**src/rtl/mcc_pkg.sv**
```systemverilog
// ----------------------------------------------------------------------------
// Minimum coin change package
// Shared widths, sizes, reset values and command/status types for the
// controller and the datapath of the minimum coin change block.
// ----------------------------------------------------------------------------
`default_nettype none

package mcc_pkg;

   // Table depth and number of denominations consulted.
   localparam int MAX_AMOUNT = 1024;
   localparam int NUM_COINS  = 6;

   // Fixed field widths.
   localparam int AMOUNT_W   = 10;
   localparam int COIN_W     = 10;
   localparam int COUNT_W    = 11;

   // Register slots that exist on the configuration port.
   localparam int SLOT_COUNT = 6;
   localparam int CSR_IDX_W  = 3;

   // Derived sizes.
   localparam int ADDR_W     = $clog2(MAX_AMOUNT);
   localparam int SLOT_W     = (NUM_COINS > 1) ? $clog2(NUM_COINS) : 1;

   typedef logic [COIN_W-1:0] coin_type;

   localparam coin_type COIN_RESET [SLOT_COUNT] = '{
      coin_type'(1), coin_type'(5), coin_type'(10),
      coin_type'(25), coin_type'(50), coin_type'(0)
   };

   // Commands from the controller to the datapath.
   typedef struct packed {
      logic              load;   // latch a new amount, seed the table
      logic              issue;  // look up one denomination for the current amount
      logic              write;  // store the finished entry, step the amount
      logic [SLOT_W-1:0] slot;   // denomination slot being looked up
   } cmd_type;

   // Status from the datapath to the controller.
   typedef struct packed {
      logic target_zero;  // the requested amount is zero
      logic at_target;    // the current amount is the requested one
   } status_type;

endpackage

`default_nettype wire

```
**src/rtl/mcc_ctrl.sv**
```systemverilog
// ----------------------------------------------------------------------------
// Minimum coin change controller
// State machine that walks the amounts and the denomination slots and
// raises the result strobe.
// ----------------------------------------------------------------------------
`default_nettype none

module mcc_ctrl (
   input  wire logic                clock,
   input  wire logic                reset,
   input  wire logic                start,
   output logic                     busy,
   output logic                     rsp_valid,
   output mcc_pkg::cmd_type         cmd,
   input  wire mcc_pkg::status_type status
);

   typedef enum logic [1:0] {
      ST_IDLE,
      ST_PREP,
      ST_SCAN,
      ST_WRITE
   } state_type;

   localparam logic [mcc_pkg::SLOT_W-1:0] LAST_SLOT =
      mcc_pkg::SLOT_W'(mcc_pkg::NUM_COINS - 1);

   state_type                   state_ff;
   logic [mcc_pkg::SLOT_W-1:0]  slot_ff;
   logic                        busy_ff;
   logic                        rsp_valid_ff;

   always_comb begin
      cmd.load  = (state_ff == ST_IDLE) && start;
      cmd.issue = (state_ff == ST_SCAN);
      cmd.write = (state_ff == ST_WRITE);
      cmd.slot  = slot_ff;
   end

   always_ff @(posedge clock) begin
      if (reset) begin
         state_ff     <= ST_IDLE;
         slot_ff      <= '0;
         busy_ff      <= 1'b0;
         rsp_valid_ff <= 1'b0;
      end else begin
         rsp_valid_ff <= 1'b0;
         case (state_ff)
            ST_IDLE: begin
               if (start) begin
                  state_ff <= ST_PREP;
                  busy_ff  <= 1'b1;
               end
            end
            ST_PREP: begin
               if (status.target_zero) begin
                  state_ff     <= ST_IDLE;
                  busy_ff      <= 1'b0;
                  rsp_valid_ff <= 1'b1;
               end else begin
                  state_ff <= ST_SCAN;
                  slot_ff  <= '0;
               end
            end
            ST_SCAN: begin
               if (slot_ff == LAST_SLOT) begin
                  state_ff <= ST_WRITE;
               end else begin
                  slot_ff <= slot_ff + 1'b1;
               end
            end
            ST_WRITE: begin
               slot_ff <= '0;
               if (status.at_target) begin
                  state_ff     <= ST_IDLE;
                  busy_ff      <= 1'b0;
                  rsp_valid_ff <= 1'b1;
               end else begin
                  state_ff <= ST_SCAN;
               end
            end
            default: begin
               state_ff <= ST_IDLE;
               busy_ff  <= 1'b0;
            end
         endcase
      end
   end

   assign busy      = busy_ff;
   assign rsp_valid = rsp_valid_ff;

   // A result strobe lasts a single cycle.
   assert property (@(posedge clock) disable iff (reset)
      rsp_valid_ff |=> !rsp_valid_ff)
      else $error("result strobe held for more than one cycle");

   // An accepted transaction makes the block busy on the next cycle.
   assert property (@(posedge clock) disable iff (reset)
      (start && !busy_ff) |=> busy_ff)
      else $error("accepted transaction did not raise busy");

   // The strobe only appears once the work is finished.
   assert property (@(posedge clock) disable iff (reset)
      rsp_valid_ff |-> (!busy_ff && state_ff == ST_IDLE))
      else $error("result strobe while still busy");

endmodule

`default_nettype wire

```
**config.mk**
```make
export PLATFORM = sky130hd
export DESIGN_NAME = mcc_ctrl
export DESIGN_NICKNAME = d
export VERILOG_FILES = /design/src/rtl/mcc_pkg.sv /design/src/rtl/mcc_ctrl.sv
export SDC_FILE = /design/constraint.sdc
export NUM_CORES = 1
export LEC_CHECK = 0
export BUFFER_PORTS_ARGS = -buffer_cell sky130_fd_sc_hd__buf_2
export CAP_MARGIN = 15
export CORE_AREA = 2 2 39 41
export DETAILED_ROUTE_END_ITERATION = 7
export DIE_AREA = 0 0 41 43
export PLACE_DENSITY = 0.57
export SYNTH_ARGS = -nofsm -noshare
export SYNTH_HDL_FRONTEND = slang
export SYNTH_SLANG_ARGS = --single-unit
```
**constraint.sdc**
```tcl
create_clock -name clock -period 1.3 [get_ports clock]
set_input_delay 0.065 -clock clock [delete_from_list [all_inputs] [get_ports clock]]
set_output_delay 0.065 -clock clock [all_outputs]
set_load 0.02 [all_outputs]
```
==> results_dict.tcl <==
set metrics [dict create \
    status "complete, no violations" \
    fin_crit_ns 1.22 \
    ys_seq_area_frac 0.344 \
    end_kind "output port" \
    post_cts_resized 0 \
    grt_pass1_vias 287 \
    p_per_area_nw_per_um2 1040 \
    fmax_mhz 819 \
    crit_type "register to output port" \
    synthToLayoutAreaGrowth_pct 22.7 \
    post_cts_buffers 0 \
    synthDistinctLibCells 22 \
    setup.reg_to_reg.worst_slack_ns 0.10 \
    cp_max_fo 8 \
    worstPathArrival_ns 1.16 \
    insertedDiodeCount 0 \
    cts_tree "built" \
    finalSetupViolCount 0 \
    io_buffers 12 \
    io_pins 13 \
    wire_per_inst_um 10.7 \
    final_nets 66 \
    cts_root_buf "clkbuf_4" \
    gp_congestion 0.734 \
    crit_start "state_ff[1]" \
    clk_pin_slew_ns 0.06 \
    worst_pin_slew_ns 0.288 \
    synth_top_area_frac 0.344 \
    insertion_delay_ns 0.25 \
    hold_end "slot_ff[2]" \
    hold_buffers 0 \
    overflow 0 \
    cts_made_buffers 3 \
    synth_warnings 0 \
    p_leak_nw 0.231 \
    drv_cap 0 \
    synth_area_leaders "dfxtp_1 34%, ha_1 6.1%, buf_6 5.5%" \
    r2r_start "slot_ff[1]" \
    first_pass_iters 4 \
    start_util 0.295 \
    die_h_um 43 \
    ys_seq_elements 7 \
    reg2regPathDepth 5 \
    routed_wl_um 791 \
    worst-endpoint-required_ns 1.24 \
    max-slew-margin-rel 0.808 \
    antenna_found_initial 0 \
    holdCritStartpoint "reset" \
    vdd_ir_drop_max_uv 278 \
    core.rowCount 14 \
    dp_hpwl_um 582 \
    htreeDepth 1 \
    die_w_um 41 \
    fin_util 0.362 \
    synth_cells 44 \
    slew_violations 0 \
    yosys.area.top_type "dfxtp_1" \
    vias_per_cell 4.50 \
    syn_area_sq_um 408 \
    postRouteAntennaNets 0 \
    clockBufferDepth 2 \
    rsz0062_at_grt "false" \
    grt_usage 0.0995 \
    hold_class "primary input to register" \
    finClkSkew_ns 0.00374 \
    via_count 333 \
    reg2reg_to "slot_ff[2]" \
    drive_above_1_share 0.431 \
    grt_pass1_wl_um 1150 \
    final.period_utilization 0.939 \
    final_cell_mix "12 x buf_2, 5 x nand2_1, 5 x nor2_1, 5 x dfxtp_1" \
    coreArea_sq_um 1380 \
    synth_fp_nets 51 \
    final-hold-violation-count 0 \
    grt_max_degree 12 \
    start_kind "register" \
    synth.avg_cell_area_sq_um 9.27 \
    dieArea_sq_um 1760 \
    drtIter0Drc 3 \
    drc 0 \
    final_common_cell "buf_2" \
    clock_sinks 7 \
    holdPathStages 2 \
    setup_tns_ns 0 \
]
## cell usage after synthesis
master,count
mux2_4,1
nand2b_1,3
nor2b_4,1
nand2_1,5
nor3_1,2
o22a_4,1
a31oi_1,1
o31ai_2,1
nand4b_1,1
inv_1,2
o31a_1,1
mux2i_1,1
a311oi_2,1
nor2_1,5
nor2b_1,1
buf_6,2
dfxtp_1,7
and2b_1,1
and3_1,1
ha_1,2
clkbuf_1,1
a21oi_1,3
## metrics by stage
stage | hold WS (ns) | std cells | power (mW) | worst slack (ns) | cell area (sq um)
floorplan | 0.256 | 44 | 0.299 | 0.00380 | 408
global placement | 0.373 | 70 | 0.316 | 0.137 | 469
detailed placement | 0.381 | 70 | 0.316 | 0.0969 | 469
CTS | 0.113 | 74 | 0.523 | 0.0126 | 495
global route | 0.128 | 74 | 0.537 | 0.0227 | 500
finish | 0.112 | 74 | 0.518 | 0.0794 | 500
## critical path: stages, from the launching register on
cell and delay, ns:
dfxtp_1 0.48, and2b_1 0.24, buf_2 0.19
## registers in the layout, indices dropped and copies added, names as in the netlist
signal     flops
state_ff       2
rsp_valid      1
busy           1
slot_ff        3
## routing by layer
layer  GRT usage  up-vias  part of all wire
met5           0        -                 0
met4      0.0800        0             0.018
met3      0.0157        2             0.021
met2       0.153        7              0.50
met1       0.113      148              0.46
li1            -      176                 -
## final cells by class
cell class	instances	area (sq um)
Clock buffer	4	26.3
Multi-Input combinational cell	32	236
Timing Repair Buffer	13	67.6
Sequential cell	7	143
Inverter	2	7.51
Fill cell	149	883
Tap cell	16	20.0
## power by group
part           switching (mW)  internal (mW)
Combinational          0.0400         0.0372
Sequential             0.0112          0.223
Clock                  0.0886          0.118
Total                   0.140          0.378
## how the worst max path moves through the flow
stage,depth (start not counted),slack [ns],endpoint
2_1_floorplan,4,0.004,slot_ff[2]
3_3_place_gp,5,0.14,slot_ff[2]
3_5_place_dp,4,0.1,slot_ff[2]
4_1_cts,2,0.01,cmd[4]
5_1_grt,2,0.02,cmd[4]
6_report,2,0.08,cmd[4]
## kinds of logic (layout without fill, tap and decap cells)
family          after synthesis  after routing  share of synthesized area
mux                           2              2                     0.0613
flops                         7              7                      0.344
buf+inv                       5             19                     0.0828
compound gates                8              8                      0.184
simple gates                 20             20                      0.267
fa+ha+maj                     2              2                     0.0613
Note: power is estimated with default switching activity, not from simulation.
